--- config.mk ---
export PLATFORM = sky130hd
export DESIGN_NAME = midi_note_voice_allocator
export DESIGN_NICKNAME = d
export VERILOG_FILES = /design/src/sv/mnva_pkg.sv /design/src/sv/midi_note_voice_allocator.sv /design/src/sv/mnva_ctrl.sv /design/src/sv/mnva_dp.sv
export SDC_FILE = /design/constraint.sdc
export NUM_CORES = 1
export LEC_CHECK = 0
export ABC_CLOCK_PERIOD_IN_PS = 6400
export BUFFER_PORTS_ARGS = -buffer_cell sky130_fd_sc_hd__buf_4
export CORE_ASPECT_RATIO = 1.5
export CORE_MARGIN = 2
export CORE_UTILIZATION = 65
export CTS_BUF_LIST = sky130_fd_sc_hd__clkbuf_8
export DETAILED_ROUTE_END_ITERATION = 16
export PLACE_DENSITY = 0.87
export SLEW_MARGIN = 15
export SYNTH_ARGS = -nofsm -noshare
export SYNTH_HDL_FRONTEND = slang
export SYNTH_SLANG_ARGS = --single-unit
export TNS_END_PERCENT = 1
--- constraint.sdc ---
create_clock -name clk -period 6.4 [get_ports clk]
set_input_delay 0.96 -clock clk [delete_from_list [all_inputs] [get_ports clk]]
set_output_delay 0.96 -clock clk [all_outputs]
set_load 0.01 [all_outputs]
--- src/sv/mnva_pkg.sv ---
// Shared constants and controller/datapath interface types for the MIDI voice allocator.
`default_nettype none
package mnva_pkg;

  localparam int VOICES_PER_CHIP = 6;
  localparam int CHIP_COUNT      = 3;
  localparam int VOICE_TOTAL     = VOICES_PER_CHIP * CHIP_COUNT;

  localparam int VIDX_W = (VOICE_TOTAL > 1) ? $clog2(VOICE_TOTAL) : 1;
  localparam int CHIP_W = (CHIP_COUNT > 1) ? $clog2(CHIP_COUNT) : 1;
  localparam int SLOT_W = (VOICES_PER_CHIP > 1) ? $clog2(VOICES_PER_CHIP) : 1;

  localparam int          DRUM_W     = 4;
  localparam logic [3:0]  DRUM_RESET = 4'd9;

  // controller -> datapath
  typedef struct packed {
    logic scan_clear;
    logic scan_adv;
    logic take_hit;
  } cmd_t;

  // datapath -> controller
  typedef struct packed {
    logic note_ready;
    logic hit;
    logic last;
    logic out_free;
  } sts_t;

endpackage
`default_nettype wire

--- src/sv/midi_note_voice_allocator.sv ---
// Top level of the MIDI note voice allocator: config register, controller and datapath.
// Takes one raw MIDI byte per rx transaction and hands notes to CHIP_COUNT chips of
// VOICES_PER_CHIP voices. Status bytes with high nibble 8, 9, B take two data bytes,
// C takes one, anything else is dropped alone. A completed note-on (channel not equal
// to drum_channel) claims the first free voice, chip then slot, and posts a key-on
// event; a note-off frees the first busy voice holding that note and posts key-off.
// Rate: a byte that does not finish a note message is taken without a stall, and the
// next byte can follow in the next cycle. A byte that finishes a note message starts
// a scan of the voice table, one voice per cycle; the block takes no byte until the
// scan ends, which is at the matching voice or, when no voice matches, after the last
// of the VOICE_TOTAL voices. A found voice also waits while the previous event still
// sits stalled in the output register. A byte can be taken while an event waits at
// the output.
`default_nettype none
module midi_note_voice_allocator
  import mnva_pkg::*;
(
  input  wire logic        clk,
  input  wire logic        rst,
  // config port
  input  wire logic        psel,
  input  wire logic        penable,
  input  wire logic        pwrite,
  input  wire logic [2:0]  paddr,
  input  wire logic [31:0] pwdata,
  output logic      [31:0] prdata,
  output logic             pready,
  // byte input
  input  wire logic        rx_valid,
  output logic             rx_stall,
  input  wire logic [7:0]  rx_byte,
  // voice events
  output logic             evt_valid,
  input  wire logic        evt_stall,
  output logic             key_on,
  output logic [1:0]       chip_index,
  output logic [2:0]       slot_index,
  output logic [7:0]       note_number
);

  localparam logic REG_DRUM = 1'b0;  // register index, word address

  logic [DRUM_W-1:0] drum_channel;
  logic              rx_accept;
  cmd_t              cmd;
  sts_t              sts;

  assign pready = 1'b1;

  // drum channel register; only word 0 exists
  always_ff @(posedge clk) begin
    if (rst) begin
      drum_channel <= DRUM_RESET;
    end else if (psel && penable && pwrite && pready && (paddr[2] == REG_DRUM)) begin
      drum_channel <= pwdata[DRUM_W-1:0];
    end
  end

  always_comb begin
    prdata = '0;
    if (paddr[2] == REG_DRUM) prdata = {{(32-DRUM_W){1'b0}}, drum_channel};
  end

  mnva_ctrl u_ctrl (
    .clk       (clk),
    .rst       (rst),
    .rx_valid  (rx_valid),
    .rx_stall  (rx_stall),
    .rx_accept (rx_accept),
    .cmd       (cmd),
    .sts       (sts)
  );

  mnva_dp u_dp (
    .clk          (clk),
    .rst          (rst),
    .rx_accept    (rx_accept),
    .rx_byte      (rx_byte),
    .drum_channel (drum_channel),
    .cmd          (cmd),
    .sts          (sts),
    .evt_stall    (evt_stall),
    .evt_valid    (evt_valid),
    .key_on       (key_on),
    .chip_index   (chip_index),
    .slot_index   (slot_index),
    .note_number  (note_number)
  );

endmodule
`default_nettype wire

--- src/sv/mnva_ctrl.sv ---
// Controller: waits for a completed note message, then steps the voice scan.
`default_nettype none
module mnva_ctrl
  import mnva_pkg::*;
(
  input  wire logic clk,
  input  wire logic rst,
  input  wire logic rx_valid,
  output logic      rx_stall,
  output logic      rx_accept,
  output cmd_t      cmd,
  input  wire sts_t sts
);

  typedef enum logic {ST_IDLE, ST_SCAN} state_t;

  state_t state;

  assign rx_stall  = (state != ST_IDLE);
  assign rx_accept = rx_valid && (state == ST_IDLE);

  always_comb begin
    cmd = '0;
    unique case (state)
      ST_IDLE: begin
        cmd.scan_clear = rx_accept && sts.note_ready;
      end
      ST_SCAN: begin
        if (sts.hit) begin
          cmd.take_hit = sts.out_free;
        end else begin
          cmd.scan_adv = !sts.last;
        end
      end
      default: cmd = '0;
    endcase
  end

  always_ff @(posedge clk) begin
    if (rst) begin
      state <= ST_IDLE;
    end else begin
      unique case (state)
        ST_IDLE: begin
          if (rx_accept && sts.note_ready) state <= ST_SCAN;
        end
        ST_SCAN: begin
          // hit waiting on a full output register holds the scan
          if (sts.hit) begin
            if (sts.out_free) state <= ST_IDLE;
          end else if (sts.last) begin
            state <= ST_IDLE;
          end
        end
        default: state <= ST_IDLE;
      endcase
    end
  end

endmodule
`default_nettype wire

--- src/sv/mnva_dp.sv ---
// Datapath: MIDI parser registers, voice table, scan counters and output register.
`default_nettype none
module mnva_dp
  import mnva_pkg::*;
(
  input  wire logic              clk,
  input  wire logic              rst,
  input  wire logic              rx_accept,
  input  wire logic [7:0]        rx_byte,
  input  wire logic [DRUM_W-1:0] drum_channel,
  input  wire cmd_t              cmd,
  output sts_t                   sts,
  input  wire logic              evt_stall,
  output logic                   evt_valid,
  output logic                   key_on,
  output logic [1:0]             chip_index,
  output logic [2:0]             slot_index,
  output logic [7:0]             note_number
);

  typedef enum logic [1:0] {PH_STATUS, PH_DATA1, PH_DATA2} phase_t;
  typedef enum logic [1:0] {K_NOTE_OFF, K_NOTE_ON, K_CTRL, K_PROG} kind_t;

  localparam logic [3:0] ST_NOTE_OFF = 4'h8;
  localparam logic [3:0] ST_NOTE_ON  = 4'h9;
  localparam logic [3:0] ST_CTRL     = 4'hB;
  localparam logic [3:0] ST_PROG     = 4'hC;

  localparam logic [VIDX_W-1:0] VLAST = VIDX_W'(VOICE_TOTAL - 1);
  localparam logic [SLOT_W-1:0] SLAST = SLOT_W'(VOICES_PER_CHIP - 1);

  phase_t            phase;
  kind_t             kind;
  logic [3:0]        channel;
  logic [7:0]        first;

  logic [VOICE_TOTAL-1:0] busy;
  logic [7:0]             vnote [VOICE_TOTAL];

  logic [VIDX_W-1:0] vidx;
  logic [CHIP_W-1:0] chip;
  logic [SLOT_W-1:0] slot;

  logic              is_on;
  logic [CHIP_W+1:0] chip_ext;
  logic [SLOT_W+2:0] slot_ext;

  assign is_on = (kind == K_NOTE_ON);

  always_comb begin
    sts.note_ready = (phase == PH_DATA2)
                     && ((kind == K_NOTE_OFF) || (kind == K_NOTE_ON))
                     && (channel != drum_channel);
    sts.hit      = is_on ? !busy[vidx] : (busy[vidx] && (vnote[vidx] == first));
    sts.last     = (vidx == VLAST);
    sts.out_free = !evt_valid || !evt_stall;
  end

  // indices wider than the field are masked
  assign chip_ext = {2'b00, chip};
  assign slot_ext = {3'b000, slot};

  // parser
  always_ff @(posedge clk) begin
    if (rst) begin
      phase   <= PH_STATUS;
      kind    <= K_NOTE_OFF;
      channel <= '0;
      first   <= '0;
    end else if (rx_accept) begin
      unique case (phase)
        PH_DATA1: begin
          first <= rx_byte;
          phase <= (kind == K_PROG) ? PH_STATUS : PH_DATA2;
        end
        PH_DATA2: begin
          phase <= PH_STATUS;
        end
        default: begin
          channel <= rx_byte[3:0];
          phase   <= PH_STATUS;
          case (rx_byte[7:4])
            ST_NOTE_OFF: begin kind <= K_NOTE_OFF; phase <= PH_DATA1; end
            ST_NOTE_ON:  begin kind <= K_NOTE_ON;  phase <= PH_DATA1; end
            ST_CTRL:     begin kind <= K_CTRL;     phase <= PH_DATA1; end
            ST_PROG:     begin kind <= K_PROG;     phase <= PH_DATA1; end
            default: ;
          endcase
        end
      endcase
    end
  end

  // scan counters, chip and slot tracked alongside the voice number
  always_ff @(posedge clk) begin
    if (cmd.scan_clear) begin
      vidx <= '0;
      chip <= '0;
      slot <= '0;
    end else if (cmd.scan_adv) begin
      vidx <= vidx + 1'b1;
      if (slot == SLAST) begin
        slot <= '0;
        chip <= chip + 1'b1;
      end else begin
        slot <= slot + 1'b1;
      end
    end
  end

  // voice table
  always_ff @(posedge clk) begin
    if (rst) begin
      busy <= '0;
    end else if (cmd.take_hit) begin
      busy[vidx] <= is_on;
    end
  end

  always_ff @(posedge clk) begin
    if (cmd.take_hit && is_on) vnote[vidx] <= first;
  end

  // output register
  always_ff @(posedge clk) begin
    if (rst) begin
      evt_valid <= 1'b0;
    end else if (cmd.take_hit) begin
      evt_valid <= 1'b1;
    end else if (!evt_stall) begin
      evt_valid <= 1'b0;
    end
  end

  always_ff @(posedge clk) begin
    if (cmd.take_hit) begin
      key_on      <= is_on;
      chip_index  <= chip_ext[1:0];
      slot_index  <= slot_ext[2:0];
      note_number <= first;
    end
  end

endmodule
`default_nettype wire

==> results of run 1 <==
placed cells by master (no fill, tap or decap), types with 4 or more instances in the layout:
| cell | instances |
|---|---|
| a2111oi_0 | 5 |
| mux2i_1 | 43 |
| nor3_1 | 11 |
| buf_4 | 49 |
| and3_1 | 5 |
| xnor2_1 | 12 |
| nand3_1 | 24 |
| bufinv_16 | 4 |
| mux4_2 | 22 |
| conb_1 | 29 |
| a21oi_1 | 28 |
| mux2_2 | 7 |
| nand2b_1 | 7 |
| o2111ai_1 | 10 |
| nor2_1 | 32 |
| edfxtp_1 | 158 |
| clkbuf_8 | 34 |
| nor2b_1 | 12 |
| nand2_1 | 59 |
| o21ai_0 | 12 |
| inv_1 | 19 |
| dfxtp_1 | 53 |
| mux4_1 | 8 |
| nand4_1 | 4 |
| ha_1 | 6 |
registers in the layout, summed over array words and instances (netlist names), 3 cells and up, named ones only:
register and cells:
u_dp.slot_index 3, u_dp.vidx 5, u_dp.busy 18, drum_channel 4, u_dp.first 8, u_dp.vnote 144, u_dp.channel 4, u_dp.note_number 8
u_dp.slot 3
metrics by stage:
stage,util,area [sq um],setup WS (ps)
after global placement,0.683,9520,2160
after floorplan,-,9320,2450
final,0.731,10200,1980
after CTS,0.731,10200,1960
after global routing,0.731,10200,1810
after detailed placement,0.683,9520,2030
logic make-up (layout without fill, tap and decap cells):
family | after synthesis | in the layout
other cells | 2 | 29
buf+inv | 74 | 116
mux | 80 | 80
xor+xnor | 14 | 14
simple gates | 171 | 171
flops | 213 | 213
compound gates | 97 | 97
fa+ha+maj | 6 | 6
worst max-delay path, stage by stage, from the launching register on:
cell	delay [ps]
dfxtp_2	970
mux4_2	600
o22ai_1	420
nor3_1	150
a2111oi_4	300
a41oi_2	210
nor3_4	150
buf_4	300
o21ai_0	170
nor2_1	710
layout make-up:
type	count	area, sq um
clock buffers	34	468
well taps	165	206
multi-input cells	397	3050
fillers	841	3740
clock inverters	20	200
repair buffers	49	368
inverters	13	48.8
flip-flops and latches	213	5850
metal layers:
metal	vias to the layer above	GRT usage	part of all wire
li1	2545	-	-
met1	2790	0.321	0.36
met2	238	0.470	0.55
met3	46	0.0388	0.058
met4	0	0.118	0.030
met5	-	0	0
where the power goes:
part / switching (mW) / internal (mW) / total [mW]
logic: 0.101 / 0.101 / 0.202
registers: 0.0443 / 1.48 / 1.52
clock network: 0.503 / 0.650 / 1.15
path summary, 6_finish.rpt:
path	start	endpoint	slack (ps)	cells after the start
max reg2reg	flop	u_dp.vnote[15][2]$_DFFE_PP_	1980	9
max	flop	u_dp.vnote[15][2]$_DFFE_PP_	1980	9
min	u_dp.busy[6]$_SDFFE_PP0P_	u_dp.busy[6]$_SDFFE_PP0P_	460	2
min reg2reg	u_dp.busy[6]$_SDFFE_PP0P_	u_dp.busy[6]$_SDFFE_PP0P_	460	2
synth_stat cells, types with 3 or more instances:
cell type	count
a31oi_1	3
buf_4	31
mux2i_1	43
nand2_1	59
buf_6	4
nand2b_1	7
nand4_1	4
nand3_1	24
o21ai_0	12
mux4_2	22
inv_1	12
a21oi_1	28
nand4b_1	3
mux4_1	8
xnor2_1	12
nor2_1	32
ha_1	6
nor2b_1	12
nor3_1	12
a22oi_1	3
edfxtp_1	158
buf_2	8
dfxtp_1	55
o31ai_1	3
clkbuf_1	18
o22ai_1	3
o21a_1	3
a2111oi_0	5
o2111ai_1	10
mux2_2	7
o21ai_1	3
and3_1	5
==> metrics.cfg, run 1 <==
[cts]
clkLatencyLatePin_ps = 570
postCtsSetupRepairBufs = 0
htree_levels = 1
clockRootBuffer = clkbuf_8
clk_pin_slew_ps = 70
tritoncts = yes
cts_resized = 0
clock-sinks = 213
cts_made_buffers = 29
hold_buffers = 0
cts_max_path_buffers = 3

[finish]
fin_nets = 759
drive_gt1_frac = 0.183
syn_to_final_growth_pct = 10.5
stdcell_count = 891
antenna_cells = 0

[synth]
synth-xor-area-share = 0.0133
syn_area_sq_mm = 0.00922
ys.warnings.count = 0
post_synth.cell_area_avg_sq_um = 14.0
synthAdderAreaFrac = 0.00814
ys_seq_area_frac = 0.634
synth_largest_area_cell = edfxtp_1
ys_seq_elements = 213
synth_ff_type = edfxtp_1
synth_top_family_by_area = multiplexers
synthTopCellsByArea = edfxtp_1 (51%), dfxtp_1 (12%), mux4_2 (5.4%)
ys_async_sr_fraction = 0
syn_inst = 657
yosys.area_share.simple = 0.0900
synth_edf_count = 158
synth_top_area_share = 0.515
synth_compound_area_frac = 0.0748
ys_types = 65
synthMuxAreaShare = 0.132

[worst_setup_path]
crit_fanout = 34
crit_type = flop to flop
crit_path_end_kind = flop
worstPathArrival_ps = 4600
startpoint_type = flop
cp.required_ps = 6580

[sta]
rsz0062_at_grt = no
fmax_mhz = 226
maxSlewHeadroom = 0.308
layout_worst_path_cycle_share = 0.690
drv_slew = 0
finalHoldViolations = 0
setup_violations = 0
worst_pin_slew_ps = 1040
hold_ws_ps = 464
tns_ps = 0
finalClockSkew_ps = 24.7
layout_min_cycle_time_ps = 4420

[detailed_routing]
vias = 5619
drtIter0Drc = 551
routed_via_density = 6.31
ant_nets = 0
wl_um = 19500
routedWlPerCell_um = 21.9
drc = 0
first_pass_iters = 5

[worst_hold_path]
min_path_type = flop to flop

[floorplanning]
io_pins = 99
die_w_um = 101
die_y_um = 150
coreArea_sq_mm = 0.0139
die-area_sq_mm = 0.0152
start_util = 0.662
rows = 53

[power_and_ir_drop]
finalPower_mw = 2.88
p_per_area_mw_per_mm2 = 283
leakage_nw = 3.72
peakVddDrop_v = 0.000203

[global_route]
antenna_found_initial = 0
grt_pass1_wl_um = 30500
grt_max_degree = 40
grt_use_total = 0.266
grt_overflow_total = 0
grt_pass1_vias = 5636

[placement]
gp_congestion = 0.942
io_buffers = 39
dp_hpwl_um = 12800
post-place-cells = 837

[job]
max-cap-violations = 0

[status]
status = complete, no violations

No activity file was read; power rests on OpenSTA's default activity.
==> run 2: changes to the inputs <==
--- a/config.mk
+++ b/config.mk
@@ -5,14 +5,14 @@
 export SDC_FILE = /design/constraint.sdc
 export NUM_CORES = 1
 export LEC_CHECK = 0
-export ABC_CLOCK_PERIOD_IN_PS = 6400
+export ABC_CLOCK_PERIOD_IN_PS = 4300
 export BUFFER_PORTS_ARGS = -buffer_cell sky130_fd_sc_hd__buf_4
 export CORE_ASPECT_RATIO = 1.5
 export CORE_MARGIN = 2
-export CORE_UTILIZATION = 65
+export CORE_UTILIZATION = 61
 export CTS_BUF_LIST = sky130_fd_sc_hd__clkbuf_8
 export DETAILED_ROUTE_END_ITERATION = 16
-export PLACE_DENSITY = 0.87
+export PLACE_DENSITY = 0.82
 export SLEW_MARGIN = 15
 export SYNTH_ARGS = -nofsm -noshare
 export SYNTH_HDL_FRONTEND = slang
==> constraint.sdc (replaced) <==
create_clock -name clk -period 4.3 [get_ports clk]
set_input_delay 0.645 -clock clk [delete_from_list [all_inputs] [get_ports clk]]
set_output_delay 0.645 -clock clk [all_outputs]
set_load 0.01 [all_outputs]
==> metrics.cfg, run 2 (synthesis results as in run 1) <==
[worst_setup_path]
worstPathArrival_ps = 4070
r2r-end = u_dp.slot_index[2]$_DFFE_PP_
cpPeakStageDelay_ps = 600
crit_fanout = 18
cp.required_ps = 4520
crit_chain = buf_4, nor2b_1, a221oi_1, a22oi_1, a2111oi_4, a41oi_2, or3_4, a21boi_1, buf_4
r2r_slack_ps = 450
crit_type = flop to flop
crit_top_cell = buf_4
critPathSlowestCell = dfxtp_1
r2r_cells = 9
crit_path_end_kind = flop
startpoint_type = flop
crit_family = compound AO/OA/AOI/OAI gates
timing.critical_path.buf_inv = 2

[sta]
layout_min_cycle_time_ps = 3850
worst_pin_slew_ps = 1020
fmax_mhz = 260
tns_ps = 0
layout_worst_path_cycle_share = 0.895
finalClockSkew_ps = 18.5
setup_violations = 0
rsz0062_at_grt = no
finalHoldViolations = 0
drv_slew = 0
maxSlewHeadroom = 0.320

[cts]
clock-sinks = 213
htree_levels = 1
postCtsSetupRepairBufs = 0
tritoncts = yes
hold_buffers = 0
cts_max_path_buffers = 3
cts_resized = 0
cts_made_buffers = 29
clk_pin_slew_ps = 70
clkLatencyLatePin_ps = 540
clockRootBuffer = clkbuf_8

[placement]
io_buffers = 39
gp_congestion = 0.951
post-place-cells = 889
dp_hpwl_um = 13300
dpl_cell_area_sq_mm = 0.00969

[power_and_ir_drop]
clockPowerShare = 0.367
internal-power_mw = 3.14
finalPower_mw = 4.07
peakVddDrop_v = 0.000255
p_per_area_mw_per_mm2 = 397
swShare = 0.228
leakage_nw = 3.80
p_sw_mw = 0.930
pwr-share-comb = 0.083
seq_power_share = 0.550

[worst_hold_path]
hold_path_end = drum_channel[3]$_SDFFE_PP1P_
min_path_type = input port to flop
whs_path_depth = 3
min_from = pwdata[3]

[floorplanning]
rows = 55
start_util = 0.617
coreArea_sq_mm = 0.0149
io_pins = 99
die_w_um = 104
die_y_um = 155
die-area_sq_mm = 0.0161

[detailed_routing]
first_pass_iters = 5
ant_nets = 0
drtIter0Drc = 506
drc = 0
vias = 5695
routed_via_density = 6.04
wl_um = 19800
routedWlPerCell_um = 20.9

[finish]
largest_register_ffs = 144
mostFrequentLayoutCells = edfxtp_1 (158), buf_4 (67), nand2_1 (59)
drive_gt1_frac = 0.191
final_common_cell = edfxtp_1
syn_to_final_growth_pct = 11.3
regMostFlops = u_dp.vnote
n_fill_cell = 1008
antenna_cells = 0
stdcell_count = 943
top_regs = u_dp.vnote (144), u_dp.busy (18)
fin_nets = 777
fin_area_sq_mm = 0.0103

[global_route]
grt_max_degree = 28
antenna_found_initial = 0
grt_pass1_wl_um = 31000
grt_pass1_vias = 5802
grt_overflow_total = 0
grt_use_total = 0.247

[job]
max-cap-violations = 0

[status]
status = complete, no violations

run 2: through the flow:
stage          utilization  hold WS [ps]  setup slack [ps]
2_1_floorplan            -           430               351
3_3_place_gp         0.649           442               585
3_5_place_dp         0.649           446               520
4_1_cts              0.687           302               493
5_1_grt              0.687           324               285
6_report             0.687           317               453
run 2: worst max path at each step:
stage	from	end	slack [ps]	depth (start not counted)
finish	flop	u_dp.slot_index[2]$_DFFE_PP_	450	9
global route	flop	u_dp.slot_index[1]$_DFFE_PP_	290	9
CTS	flop	u_dp.slot_index[1]$_DFFE_PP_	490	9
detailed placement	flop	u_dp.note_number[4]$_DFFE_PP_	520	8
global placement	flop	u_dp.note_number[1]$_DFFE_PP_	580	8
floorplan	flop	u_dp.chip_index[0]$_DFFE_PP_	350	9
run 2: layout make-up:
cell class,count,area [sq um],area share
Sequential cell,213,5850,0.570
Multi-Input combinational cell,397,3040,0.296
Timing Repair Buffer,67,503,0.0490
Clock buffer,31,427,0.0416
Tap cell,199,249,0.0243
Clock inverter,23,146,0.0143
Inverter,13,48.8,0.00475
run 2: power by group through the flow:
stage	Sequential [mW]	Combinational (mW)	Clock [mW]
6_report	2.24	0.338	1.49
5_1_grt	2.25	0.364	1.60
4_1_cts	2.24	0.339	1.51
3_5_place_dp	2.29	0.334	0
3_3_place_gp	2.28	0.326	0
2_1_floorplan	2.26	0.288	0
run 2: worst register-to-register path: cells and delay by family, from the launching register on:
family | cells | cell delay (ps)
compound gates | 5 | 1610
simple gates | 2 | 670
buf+inv | 2 | 640
flops | 1 | 600
run 2: layer usage:
| layer | vias to the layer above | track usage | routed length (um) |
|---|---|---|---|
| met4 | 0 | 0.111 | 730 |
| met1 | 2816 | 0.284 | 7290 |
| met2 | 246 | 0.457 | 10700 |
| met5 | - | 0 | 0 |
| li1 | 2576 | - | - |
| met3 | 57 | 0.0333 | 984 |
